==> src/rtl/imu_dr_pkg.sv <==
package imu_dr_pkg;

    localparam int WIN_LEN = 14;
    localparam int LANES   = 3;
    localparam int QDEPTH  = 2;

    localparam logic [7:0] LEN_BYTE = 8'h0C;

    // configuration register indexes
    localparam logic [1:0] CFG_DT    = 2'd0;
    localparam logic [1:0] CFG_GROUP = 2'd1;
    localparam logic [1:0] CFG_TYPE  = 2'd2;

    localparam logic [15:0] DT_RESET    = 16'd1638;
    localparam logic [7:0]  GROUP_RESET = 8'h40;
    localparam logic [7:0]  TYPE_RESET  = 8'h30;

    localparam logic [7:0] EXP_ALL_ONES = 8'hFF;
    localparam logic [7:0] EXP_UNIT     = 8'd134;  // exponent where man maps 1:1 onto Q16.16
    localparam logic [7:0] EXP_SAT      = 8'd142;
    localparam logic [7:0] EXP_FLUSH    = 8'd110;

    typedef struct packed {
        logic                   match;
        logic                   last;
        logic [LANES-1:0][31:0] words;
    } cmd_t;

    typedef struct packed {
        logic [LANES-1:0][31:0] accel;
        logic [LANES-1:0][31:0] vel;
        logic [LANES-1:0][31:0] pos;
        logic [7:0]             samples;
    } result_t;

    typedef enum logic [2:0] {
        S_IDLE,
        S_VCONV,
        S_VMUL,
        S_VADD,
        S_PMUL,
        S_PADD,
        S_EMIT
    } back_state_t;

    typedef struct packed {
        logic       emit;
        logic [1:0] lane;
    } back_status_t;

    // IEEE single to Q16.16, truncating, saturating, NaN to zero
    function automatic logic [31:0] f2q(input logic [31:0] bits);
        logic        neg;
        logic [7:0]  ex;
        logic [22:0] man;
        logic [7:0]  shl;
        logic [7:0]  shr;
        logic [31:0] mag;
        logic [31:0] res;
        neg = bits[31];
        ex  = bits[30:23];
        man = bits[22:0];
        shl = ex - EXP_UNIT;
        shr = EXP_UNIT - ex;
        mag = 32'd0;
        if (ex >= EXP_UNIT)
            mag = {8'd0, 1'b1, man} << shl[2:0];
        else if (ex > EXP_FLUSH)
            mag = {8'd0, 1'b1, man} >> shr[4:0];
        if ((ex == EXP_ALL_ONES && man != 23'd0) || ex == 8'd0)
            res = 32'd0;
        else if (ex >= EXP_SAT)
            res = neg ? 32'h8000_0000 : 32'h7FFF_FFFF;
        else
            res = neg ? (32'd0 - mag) : mag;
        return res;
    endfunction

    function automatic logic [31:0] sat_add(input logic [31:0] a, input logic [31:0] b);
        logic [32:0] s;
        logic [31:0] res;
        s = {a[31], a} + {b[31], b};
        if (s[32] != s[31])
            res = s[32] ? 32'h8000_0000 : 32'h7FFF_FFFF;
        else
            res = s[31:0];
        return res;
    endfunction

endpackage

==> src/rtl/imu_dr_front.sv <==
module imu_dr_front
    import imu_dr_pkg::*;
(
    input  logic        clk,
    input  logic        rst_n,
    input  logic        in_valid,
    output logic        in_ready,
    input  logic [7:0]  data_byte,
    input  logic        last_in_message,
    input  logic [7:0]  header_group,
    input  logic [7:0]  header_type,
    output logic        push_valid,
    input  logic        push_ready,
    output cmd_t        push_cmd
);

    logic [7:0] win_reg [0:WIN_LEN-1];
    logic [3:0] seen_reg;
    logic       accept;
    logic       match;

    assign in_ready = push_ready;
    assign accept   = in_valid && push_ready;

    assign match = (seen_reg == 4'(WIN_LEN)) && (win_reg[0] == header_group) &&
                   (win_reg[1] == header_type) && (win_reg[2] == LEN_BYTE);

    // only requests that change back-end state go into the queue
    assign push_valid     = accept && (match || last_in_message);
    assign push_cmd.match = match;
    assign push_cmd.last  = last_in_message;
    assign push_cmd.words[0] = {win_reg[3], win_reg[4], win_reg[5], win_reg[6]};
    assign push_cmd.words[1] = {win_reg[7], win_reg[8], win_reg[9], win_reg[10]};
    assign push_cmd.words[2] = {win_reg[11], win_reg[12], win_reg[13], data_byte};

    always_ff @(posedge clk or negedge rst_n)
    begin
        if (!rst_n)
        begin
            seen_reg <= 4'd0;
            for (int i = 0; i < WIN_LEN; i++)
                win_reg[i] <= 8'd0;
        end
        else if (accept)
        begin
            for (int i = 0; i < WIN_LEN - 1; i++)
                win_reg[i] <= win_reg[i+1];
            win_reg[WIN_LEN-1] <= data_byte;
            // a cleared count is enough: no match until the window refills
            if (last_in_message)
                seen_reg <= 4'd0;
            else if (seen_reg != 4'(WIN_LEN))
                seen_reg <= seen_reg + 4'd1;
        end
    end

endmodule

==> src/rtl/imu_dr_fifo.sv <==
module imu_dr_fifo
    import imu_dr_pkg::*;
(
    input  logic       clk,
    input  logic       rst_n,
    input  logic       push_valid,
    output logic       push_ready,
    input  cmd_t       push_cmd,
    input  logic       pop,
    output logic       head_valid,
    output cmd_t       head_cmd,
    output logic [1:0] count
);

    cmd_t       entry_reg [0:QDEPTH-1];
    logic       wr_ptr_reg;
    logic       rd_ptr_reg;
    logic [1:0] count_reg;
    logic       do_push;
    logic       do_pop;

    assign push_ready = (count_reg != 2'(QDEPTH));
    assign head_valid = (count_reg != 2'd0);
    assign head_cmd   = entry_reg[rd_ptr_reg];
    assign count      = count_reg;
    assign do_push    = push_valid && push_ready;
    assign do_pop     = pop && head_valid;

    always_ff @(posedge clk)
    begin
        if (do_push)
            entry_reg[wr_ptr_reg] <= push_cmd;
    end

    always_ff @(posedge clk or negedge rst_n)
    begin
        if (!rst_n)
        begin
            wr_ptr_reg <= 1'b0;
            rd_ptr_reg <= 1'b0;
            count_reg  <= 2'd0;
        end
        else
        begin
            if (do_push)
                wr_ptr_reg <= ~wr_ptr_reg;
            if (do_pop)
                rd_ptr_reg <= ~rd_ptr_reg;
            if (do_push && !do_pop)
                count_reg <= count_reg + 2'd1;
            else if (do_pop && !do_push)
                count_reg <= count_reg - 2'd1;
        end
    end

endmodule

==> src/rtl/imu_dr_back.sv <==
module imu_dr_back
    import imu_dr_pkg::*;
(
    input  logic         clk,
    input  logic         rst_n,
    input  logic [15:0]  dt_q16,
    input  logic         head_valid,
    input  cmd_t         head_cmd,
    output logic         pop,
    output logic         out_valid,
    input  logic         out_ready,
    output result_t      result,
    output back_status_t status
);

    back_state_t state_reg;
    back_state_t state_next;
    cmd_t        cmd_reg;
    logic [1:0]  lane_reg;
    logic [31:0] accel_reg [0:LANES-1];
    logic [31:0] vel_reg [0:LANES-1];
    logic [31:0] pos_reg [0:LANES-1];
    logic [7:0]  cnt_reg;
    logic [31:0] prod_reg;
    logic        sign_reg;
    logic        out_valid_reg;
    result_t     result_reg;

    logic        emit;
    logic        last_lane;
    logic [31:0] mul_src;
    logic [31:0] mul_mag;
    logic [47:0] mul_full;
    logic [31:0] addend;

    assign last_lane = (lane_reg == 2'(LANES - 1));

    // shared 32x16 multiplier: |value| * dt, sign restored after the register
    assign mul_src  = (state_reg == S_PMUL) ? vel_reg[lane_reg] : accel_reg[lane_reg];
    assign mul_mag  = mul_src[31] ? (32'd0 - mul_src) : mul_src;
    assign mul_full = {16'd0, mul_mag} * {32'd0, dt_q16};
    assign addend   = sign_reg ? (32'd0 - prod_reg) : prod_reg;

    always_comb
    begin
        state_next = state_reg;
        case (state_reg)
            S_IDLE:
            begin
                if (head_valid)
                    state_next = head_cmd.match ? S_VCONV : S_PMUL;
            end
            S_VCONV: state_next = S_VMUL;
            S_VMUL:  state_next = S_VADD;
            S_VADD:
            begin
                if (!last_lane)
                    state_next = S_VCONV;
                else
                    state_next = cmd_reg.last ? S_PMUL : S_IDLE;
            end
            S_PMUL:  state_next = S_PADD;
            S_PADD:  state_next = last_lane ? S_EMIT : S_PMUL;
            S_EMIT:
            begin
                if (!out_valid_reg || out_ready)
                    state_next = S_IDLE;
            end
            default: state_next = S_IDLE;
        endcase
    end

    always_comb
    begin
        pop  = 1'b0;
        emit = 1'b0;
        case (state_reg)
            S_IDLE:  pop  = head_valid;
            S_EMIT:  emit = !out_valid_reg || out_ready;
            default:
            begin
                pop  = 1'b0;
                emit = 1'b0;
            end
        endcase
    end

    always_ff @(posedge clk or negedge rst_n)
    begin
        if (!rst_n)
        begin
            state_reg     <= S_IDLE;
            lane_reg      <= 2'd0;
            cnt_reg       <= 8'd0;
            out_valid_reg <= 1'b0;
            for (int i = 0; i < LANES; i++)
            begin
                accel_reg[i] <= 32'd0;
                vel_reg[i]   <= 32'd0;
                pos_reg[i]   <= 32'd0;
            end
        end
        else
        begin
            state_reg <= state_next;
            if (emit)
                out_valid_reg <= 1'b1;
            else if (out_ready)
                out_valid_reg <= 1'b0;
            case (state_reg)
                S_VCONV: accel_reg[lane_reg] <= f2q(cmd_reg.words[lane_reg]);
                S_VADD:
                begin
                    vel_reg[lane_reg] <= sat_add(vel_reg[lane_reg], addend);
                    if (last_lane)
                    begin
                        lane_reg <= 2'd0;
                        if (cnt_reg != 8'hFF)
                            cnt_reg <= cnt_reg + 8'd1;
                    end
                    else
                        lane_reg <= lane_reg + 2'd1;
                end
                S_PADD:
                begin
                    pos_reg[lane_reg] <= sat_add(pos_reg[lane_reg], addend);
                    lane_reg <= last_lane ? 2'd0 : lane_reg + 2'd1;
                end
                S_EMIT:
                begin
                    if (emit)
                        cnt_reg <= 8'd0;
                end
                default:
                begin
                end
            endcase
        end
    end

    always_ff @(posedge clk)
    begin
        if (pop)
            cmd_reg <= head_cmd;
        if (state_reg == S_VMUL || state_reg == S_PMUL)
        begin
            prod_reg <= mul_full[47:16];
            sign_reg <= mul_src[31];
        end
        if (emit)
        begin
            for (int i = 0; i < LANES; i++)
            begin
                result_reg.accel[i] <= accel_reg[i];
                result_reg.vel[i]   <= vel_reg[i];
                result_reg.pos[i]   <= pos_reg[i];
            end
            result_reg.samples <= cnt_reg;
        end
    end

    assign out_valid   = out_valid_reg;
    assign result      = result_reg;
    assign status.emit = emit;
    assign status.lane = lane_reg;

endmodule

==> src/rtl/imu_packet_dead_reckoning.sv <==
// IMU acceleration-packet dead reckoning.
// Input: one message byte per request (data_byte, last_in_message) on
// in_valid/in_ready. Output: one request per message, on out_valid/out_ready,
// carrying acceleration, velocity and position (Q16.16) and the count of
// acceleration frames matched in that message.
// Configuration: cfg_we/cfg_index/cfg_data, to be written only while the block
// idles; the user must keep to this, the block does not enforce it. The front
// end takes one byte per cycle while its two-entry queue has room; only bytes
// that complete a frame or end a message enter the queue. Back end: pops a
// command when idle, then per frame converts, multiplies and adds for each of
// 3 axes, and per message end multiplies and adds position for each axis and
// loads the result, all on one shared 32x16 multiplier.
// The result stays in an output register; a stalled receiver holds it there
// while the back end keeps working and only waits before loading the next one.
// Reset clears the window, the counters and the stored accel, velocity and
// position values; the config registers return to dt 1638, header 0x40 0x30.
module imu_packet_dead_reckoning
    import imu_dr_pkg::*;
(
    input  logic               clk,
    input  logic               rst_n,
    input  logic               in_valid,
    output logic               in_ready,
    input  logic [7:0]         data_byte,
    input  logic               last_in_message,
    output logic               out_valid,
    input  logic               out_ready,
    output logic signed [31:0] accel_x,
    output logic signed [31:0] accel_y,
    output logic signed [31:0] accel_z,
    output logic signed [31:0] vel_x,
    output logic signed [31:0] vel_y,
    output logic signed [31:0] vel_z,
    output logic signed [31:0] pos_x,
    output logic signed [31:0] pos_y,
    output logic signed [31:0] pos_z,
    output logic [7:0]         samples_in_message,
    input  logic               cfg_we,
    input  logic [1:0]         cfg_index,
    input  logic [15:0]        cfg_data
);

    logic [15:0]  dt_reg;
    logic [7:0]   group_reg;
    logic [7:0]   type_reg;

    logic         push_valid;
    logic         push_ready;
    cmd_t         push_cmd;
    logic         pop;
    logic         head_valid;
    cmd_t         head_cmd;
    logic [1:0]   fifo_count;
    result_t      res;
    back_status_t bstat;

    always_ff @(posedge clk or negedge rst_n)
    begin
        if (!rst_n)
        begin
            dt_reg    <= DT_RESET;
            group_reg <= GROUP_RESET;
            type_reg  <= TYPE_RESET;
        end
        else if (cfg_we)
        begin
            case (cfg_index)
                CFG_DT:    dt_reg    <= cfg_data;
                CFG_GROUP: group_reg <= cfg_data[7:0];
                CFG_TYPE:  type_reg  <= cfg_data[7:0];
                default:
                begin
                end
            endcase
        end
    end

    imu_dr_front u_front (
        .clk             (clk),
        .rst_n           (rst_n),
        .in_valid        (in_valid),
        .in_ready        (in_ready),
        .data_byte       (data_byte),
        .last_in_message (last_in_message),
        .header_group    (group_reg),
        .header_type     (type_reg),
        .push_valid      (push_valid),
        .push_ready      (push_ready),
        .push_cmd        (push_cmd)
    );

    imu_dr_fifo u_fifo (
        .clk        (clk),
        .rst_n      (rst_n),
        .push_valid (push_valid),
        .push_ready (push_ready),
        .push_cmd   (push_cmd),
        .pop        (pop),
        .head_valid (head_valid),
        .head_cmd   (head_cmd),
        .count      (fifo_count)
    );

    imu_dr_back u_back (
        .clk        (clk),
        .rst_n      (rst_n),
        .dt_q16     (dt_reg),
        .head_valid (head_valid),
        .head_cmd   (head_cmd),
        .pop        (pop),
        .out_valid  (out_valid),
        .out_ready  (out_ready),
        .result     (res),
        .status     (bstat)
    );

    assign accel_x = $signed(res.accel[0]);
    assign accel_y = $signed(res.accel[1]);
    assign accel_z = $signed(res.accel[2]);
    assign vel_x   = $signed(res.vel[0]);
    assign vel_y   = $signed(res.vel[1]);
    assign vel_z   = $signed(res.vel[2]);
    assign pos_x   = $signed(res.pos[0]);
    assign pos_y   = $signed(res.pos[1]);
    assign pos_z   = $signed(res.pos[2]);
    assign samples_in_message = res.samples;

    a_fifo_bound: assert property (@(posedge clk) disable iff (!rst_n)
        fifo_count <= 2'(QDEPTH))
        else $error("queue count beyond depth");

    a_emit_valid: assert property (@(posedge clk) disable iff (!rst_n)
        bstat.emit |=> out_valid)
        else $error("result load without out_valid");

    a_lane_range: assert property (@(posedge clk) disable iff (!rst_n)
        bstat.lane <= 2'(LANES - 1))
        else $error("axis counter out of range");

    a_push_room: assert property (@(posedge clk) disable iff (!rst_n)
        push_valid |-> fifo_count != 2'(QDEPTH))
        else $error("push into full queue");

endmodule
==> config.mk <==
export PLATFORM = sky130hd
export DESIGN_NAME = imu_packet_dead_reckoning
export DESIGN_NICKNAME = d
export VERILOG_FILES = /design/src/rtl/imu_dr_pkg.sv /design/src/rtl/imu_dr_front.sv /design/src/rtl/imu_dr_fifo.sv /design/src/rtl/imu_dr_back.sv /design/src/rtl/imu_packet_dead_reckoning.sv
export SDC_FILE = /design/constraint.sdc
export NUM_CORES = 2
export LEC_CHECK = 0
export BUFFER_PORTS_ARGS = -buffer_cell sky130_fd_sc_hd__buf_2
export CAP_MARGIN = 20
export CORE_ASPECT_RATIO = 1.5
export CORE_UTILIZATION = 63
export DETAILED_ROUTE_END_ITERATION = 10
export PLACE_DENSITY = 0.91
export REMOVE_ABC_BUFFERS = 1
export SLEW_MARGIN = 10
export SYNTH_ARGS = -nofsm -noshare
export SYNTH_HDL_FRONTEND = slang
export SYNTH_SLANG_ARGS = --single-unit
export TNS_END_PERCENT = 5
==> constraint.sdc <==
create_clock -name clk -period 32.4 [get_ports clk]
set_input_delay 3.24 -clock clk [delete_from_list [all_inputs] [get_ports clk]]
set_output_delay 3.24 -clock clk [all_outputs]
set_load 0.02 [all_outputs]
### Word-level counts from Yosys, hierarchy flattened

Memory sizes are Yosys's and may differ from the RTL's.
Cells that the tools add are included.

| cells by class | value |
|---|---|
| shifts and indexed selects | 2 |
| $add $sub $neg | 12 |
| mux-type cells | 55 |
| magnitude comparators | 6 |
| bitwise logic cells | 3 |
| divide/modulo/power cells | 0 |
| eq/ne operators | 24 |
| reduce and logical (&&, ||, !) cells | 34 |
| $mul | 1 |

Operators by type and width:

| cell | count |
|---|---|
| 32-bit 2-to-1 mux | 25 |
| 96-bit bitwise mux | 3 |
| 32-bit binary-select mux with 2-bit select | 4 |
| 1-bit by 32-bit subtractor with 32-bit output, first input constant | 3 |
| 32-bit by 32-bit adder with 33-bit output | 2 |
| 32-bit demux with 2-bit select | 1 |
| 32-bit by 16-bit multiplier with 48-bit output | 1 |
| 24-bit by 3-bit << shifter with 32-bit output | 1 |
| 24-bit by 5-bit right shift with 32-bit output | 1 |
| 8-bit 2-to-1 mux | 3 |
| 23-bit nonzero test | 1 |
| 3-bit one-hot mux with 7 select lines | 1 |
| 8-bit == test | 2 |
| 8-bit greater-or-equal comparator, second input constant | 2 |
| 8-bit one-hot mux with 2 select lines | 1 |
| 3-bit 2-to-1 mux | 5 |
| 1-bit logical AND | 11 |
| 2-bit by 1-bit != test with 1-bit output, second input constant | 5 |
| 2-bit AND reduction | 5 |
| 2-bit nonzero test | 5 |
| 3-bit == test, second input constant | 3 |
| 8-bit by 1-bit adder with 8-bit output, second input constant | 1 |
| 8-bit by 4-bit == test with 1-bit output, second input constant | 1 |
| 8-bit == test, second input constant | 1 |
| other kinds (30) | 49 |

| storage, ports and cells | value |
|---|---|
| word-level logic and storage cells | 188 |
| bits in latches | 0 |
| memories | 1 |
| bits in writable memories | 196 |
| flip-flop bits (word level) | 880 |
| memory bits (read-only) | 0 |
| output and inout bits | 298 |

Memories:

| memory | words | width | rd ports | clocked after memory_dff | wr ports | RTL line | source |
|---|---|---|---|---|---|---|---|
| u_fifo.entry_reg | 2 | 98 | 1 | 0 | 1 | imu_dr_fifo.sv:15 | `cmd_t entry_reg [0:QDEPTH-1];` |

### Longest topological paths before layout

| depth | value |
|---|---|
| depth in word-level cells | 13 |
| depth in mapped cells | 48 |

### Cells and area by module

A second synthesis with hierarchy kept.

| unflattened totals | value |
|---|---|
| cell total of the unflattened synthesis | 5,675 |
| area total of the unflattened synthesis | 66,010.8 µm² |

Modules (own cells, without submodules):

| module | instances | area each (µm²) | cells each | seq. area each (µm²) |
|---|---|---|---|---|
| imu_dr_back | 1 | 51,728.4 | 4,886 | 20,349.5 |
| imu_dr_fifo | 1 | 7,294.5 | 323 | 5,985.7 |
| imu_dr_front | 1 | 5,770.5 | 398 | 2,902.8 |
| imu_packet_dead_reckoning | 1 | 1,217.4 | 68 | 812.0 |

### Worst setup path after synthesis

OpenSTA, ideal clock, no wires.

| timing path | value |
|---|---|
| path kind | input port to flip-flop |
| start | in out_ready |
| end | reg u_back.cnt_reg[5] |
| slack | 4.465 ns |
| data arrival time | 26.804 ns |
| cell stages on the path | 6 |
| data required time | 31.269 ns |
| setup time | 1.131 ns |
| path through | nand2b_1 -> nor3b_1 -> nand2b_1 -> nand4_1 -> o21ai_0 -> a21oi_1 |

RTL lines:

| item | RTL line | source |
|---|---|---|
| from (decl) | imu_packet_dead_reckoning.sv:27 | `input logic out_ready,` |
| to (signal assigned) | imu_dr_back.sv:119 | `cnt_reg <= cnt_reg + 8'd1;` |
| to (decl) | imu_dr_back.sv:23 | `logic [7:0] cnt_reg;` |

### Final worst setup path

| timing path | value |
|---|---|
| start | reg u_back.lane_reg[0] |
| end | reg u_back.prod_reg[31] (data pin) |

| between the ends | value |
|---|---|
| cells in the longest elaborated chain, start to end | 8 |
| elaborated cells between the ends (all ways) | 11 |
| those cells by class | add/sub: 1; mul: 1; mux: 8; bitwise: 1 |

RTL lines:

| item | RTL line | source |
|---|---|---|
| from (decl) | imu_dr_back.sv:19 | `logic [1:0] lane_reg;` |
| from (signal assigned) | imu_dr_back.sv:122 | `lane_reg <= lane_reg + 2'd1;` |
| from (signal assigned) | imu_dr_back.sv:127 | `lane_reg <= last_lane ? 2'd0 : lane_reg + 2'd1;` |
| 2-bit NOT with 3-bit output (implied by the code) (*) | imu_dr_back.sv:39 | `assign mul_src = (state_reg == S_PMUL) ? vel_reg[lane_reg] : accel_reg[lane_reg];` |
| 32-bit binary-select mux with 2-bit select | imu_dr_back.sv:39 |  |
| 32-bit 2-to-1 mux (implied by the code) (2 in a row) | imu_dr_back.sv:39 |  |
| 32-bit 2-to-1 mux (*) | imu_dr_back.sv:39 |  |
| 1-bit by 32-bit subtractor with 32-bit output | imu_dr_back.sv:40 | `assign mul_mag = mul_src[31] ? (32'd0 - mul_src) : mul_src;` |
| 32-bit 2-to-1 mux (*) | imu_dr_back.sv:40 |  |
| 32-bit by 16-bit multiplier with 48-bit output (*) | imu_dr_back.sv:41 | `assign mul_full = {16'd0, mul_mag} * {32'd0, dt_q16};` |
| via u_back.mul_full[47] | imu_dr_back.sv:33 | `logic [47:0] mul_full;` |
| to (signal assigned) | imu_dr_back.sv:147 | `prod_reg <= mul_full[47:16];` |
| to (decl) | imu_dr_back.sv:24 | `logic [31:0] prod_reg;` |

Mark *: on every way through the listed nets, which the timed path passes. The rest lies on a longest branch. The select of a mux whose other input is x is not followed.
A chain may end at the register's enable or synchronous reset.

==> reports/qor.yml <==
status: "finished, final reports clean"
yosysWarnings: 0
initial_core_util: 0.636
cts.repair.resized: 0
postRouteAntennaNets: 0
globalplace.congestion: 1.06
cts_buffers: 94
cts_tree: "done"
cp_max_fo: 49
synth_common_cells: "nand2_1, edfxtp_1, inv_1, dfrtp_1, fa_1"
holdBufCountCts: 0
dpl.cell_count: 7289
rows: 143
synthSimpleGateAreaFrac: 0.126
worstSkewPairLatency_ns: 0.80
netlist_area_um2: 64400
drt_iter0_markers: 5132
antenna_found_initial: 7
crit_type: "reg -> reg"
setup_viol_count_final: 0
first_pass_iters: 8
ys_types: 94
synth-compound-area-share: 0.0965
nets: 6732
die_w_um: 263
die_h_um: 394
finalHoldViolCount: 0
coreArea_um2: 101000
grt-ovfl-total: 0
skew_ns: 0.103
arrival_ns: 12.58
ys_top_cells_by_area: "edfxtp_1, dfrtp_1, fa_1"
grt_pass1_wl_um: 293000
max_stage_delay_ns: 0.83
synthXorXnorAreaFrac: 0.0246
cts.path.max_buffers: 3
async_flop_share: 0.422
cap_violations: 0
cts_sinks: 1076
synth_edf_count: 622
yosysSeqAreaShare: 0.467
dieArea_um2: 104000
dp_hpwl_um: 138000
grt_pass1_vias: 49854
fin_cells: 7473
vias: 48270
muxShareOfSynthArea: 0.0687
cp-end-kind: "register"
synth_adder_area_share: 0.170
synth_flop_cell: "edfxtp_1"
grt_max_degree: 179
io_buffers: 329
syn_area_per_cell_um2: 11.0
synth_top_family_by_area: "adder cells"
synth_most_common_cell: "nand2_1"
fmax_ghz: 0.0826
postCtsSetupBuffers: 0
hp-class: "reg -> reg"
path_common_cell: "fa_1"
synth_top_area_cell: "edfxtp_1"
gr-usage-all-layers: 0.375
cp.required_ns: 32.87
drive_above_1_share: 0.144
critPathSlowestCell: "buf_4"
relSlewSlack: 0.0685
drc: 0
yosys_register_bits: 1076
tightest_slew_ns: 1.38
synth_cells: 5856
grt_setup_unrepaired: "false"
critPathLaunchType: "register"
clk_pin_slew_ns: 0.07
largest_register_ffs: 296
synth_top_area_share: 0.290
post-route-min-period_ns: 12.10
viasPerCell: 6.46
finalWirelength_um: 194000
syn_to_final_growth_pct: 9.72
wl_per_cell_um: 25.9
ios: 330
finalMaxSlewViolations: 0
post-route-period-util: 0.374
h-tree-depth: 3
cts-root-buf: "clkbuf_16"
fin_tns_setup_ns: 0
critical path, delay by kind of cell (launching register included):
| kind | cells | cell delay, ns |
|---|---|---|
| xor+xnor | 2 | 0.32 |
| mux | 2 | 0.75 |
| flops | 1 | 0.66 |
| compound gates | 13 | 3.01 |
| simple gates | 8 | 1.41 |
| buf+inv | 7 | 1.94 |
| fa+ha+maj | 8 | 3.58 |
logic make-up (layout without fill, tap and decap cells):
family | count (synthesis) | after routing
XOR/XNOR | 181 | 181
adder cells (fa/ha/maj) | 627 | 627
multiplexers | 404 | 404
AO/OA/AOI/OAI | 969 | 969
other | 0 | 1
flip-flops | 1076 | 1076
buffers and inverters | 776 | 1087
AND/OR/NAND/NOR | 1823 | 1823
layout make-up:
class / count / area, µm²
Clock inverter: 62 / 713
Sequential cell: 1076 / 30100
Inverter: 481 / 1810
Timing Repair Buffer: 429 / 2480
Clock buffer: 115 / 2550
Multi-Input combinational cell: 4004 / 31400
Antenna cell: 1 / 2.50
Fill cell: 6869 / 30600
Tap cell: 1305 / 1630
cell usage in the layout (no fill, tap or decap), types with 18 or more instances in the layout:
cell type	instances
a211oi_1	26
a21o_1	82
a21oi_1	187
a221o_1	19
a31oi_1	61
and2_1	230
buf_2	329
buf_4	91
clkbuf_16	96
clkinv_2	18
dfrtp_1	442
edfxtp_1	622
fa_1	419
ha_1	195
inv_1	478
mux2_2	210
mux2i_1	184
nand2_1	1063
nand2b_1	28
nand3_1	53
nand4_1	27
nor2_1	226
nor2b_1	19
nor3_1	59
nor4_1	20
o21ai_0	318
o2bb2ai_1	38
o31ai_1	31
xnor2_1	107
xor2_1	66
routing by layer:
layer	track usage	wire, µm
met5	0	37
met4	0.306	18200
met3	0.0797	18300
met2	0.626	94600
met1	0.413	62700
through the flow:
stage	utilization	instance area (µm²)	hold slack [ns]	worst slack [ns]
6_report	0.698	70700	0.455	20.30
5_1_grt	0.698	70700	0.484	19.65
3_3_place_gp	0.665	67300	0.455	20.67
4_1_cts	0.697	70600	0.469	20.41
3_5_place_dp	0.665	67300	0.455	20.53
2_1_floorplan	-	63100	0.437	4.46
worst paths after layout:
kind | start | to | slack, ns | cells after the start
hold / removal | u_back.accel_reg[55]$_DFFE_PN0P_ | u_back.result[255]$_DFFE_PP_ | 0.45 | 0
setup reg to reg | u_back.lane_reg[0]$_DFFE_PN0P_ | u_back.prod_reg[31]$_DFFE_PP_ | 20.30 | 40
min in group asynchronous | rst_n | u_front.push_cmd[48]$_DFFE_PN0P_ | 2.51 | 1
hold reg to reg | u_back.accel_reg[55]$_DFFE_PN0P_ | u_back.result[255]$_DFFE_PP_ | 0.45 | 0
setup / recovery | u_back.lane_reg[0]$_DFFE_PN0P_ | u_back.prod_reg[31]$_DFFE_PP_ | 20.30 | 40
max in group asynchronous | rst_n | u_back.pos_reg[79]$_DFFE_PN0P_ | 26.76 | 4
Power is not shown: default switching activity piles up to over one toggle a cycle in this logic, so the estimate is an artifact.
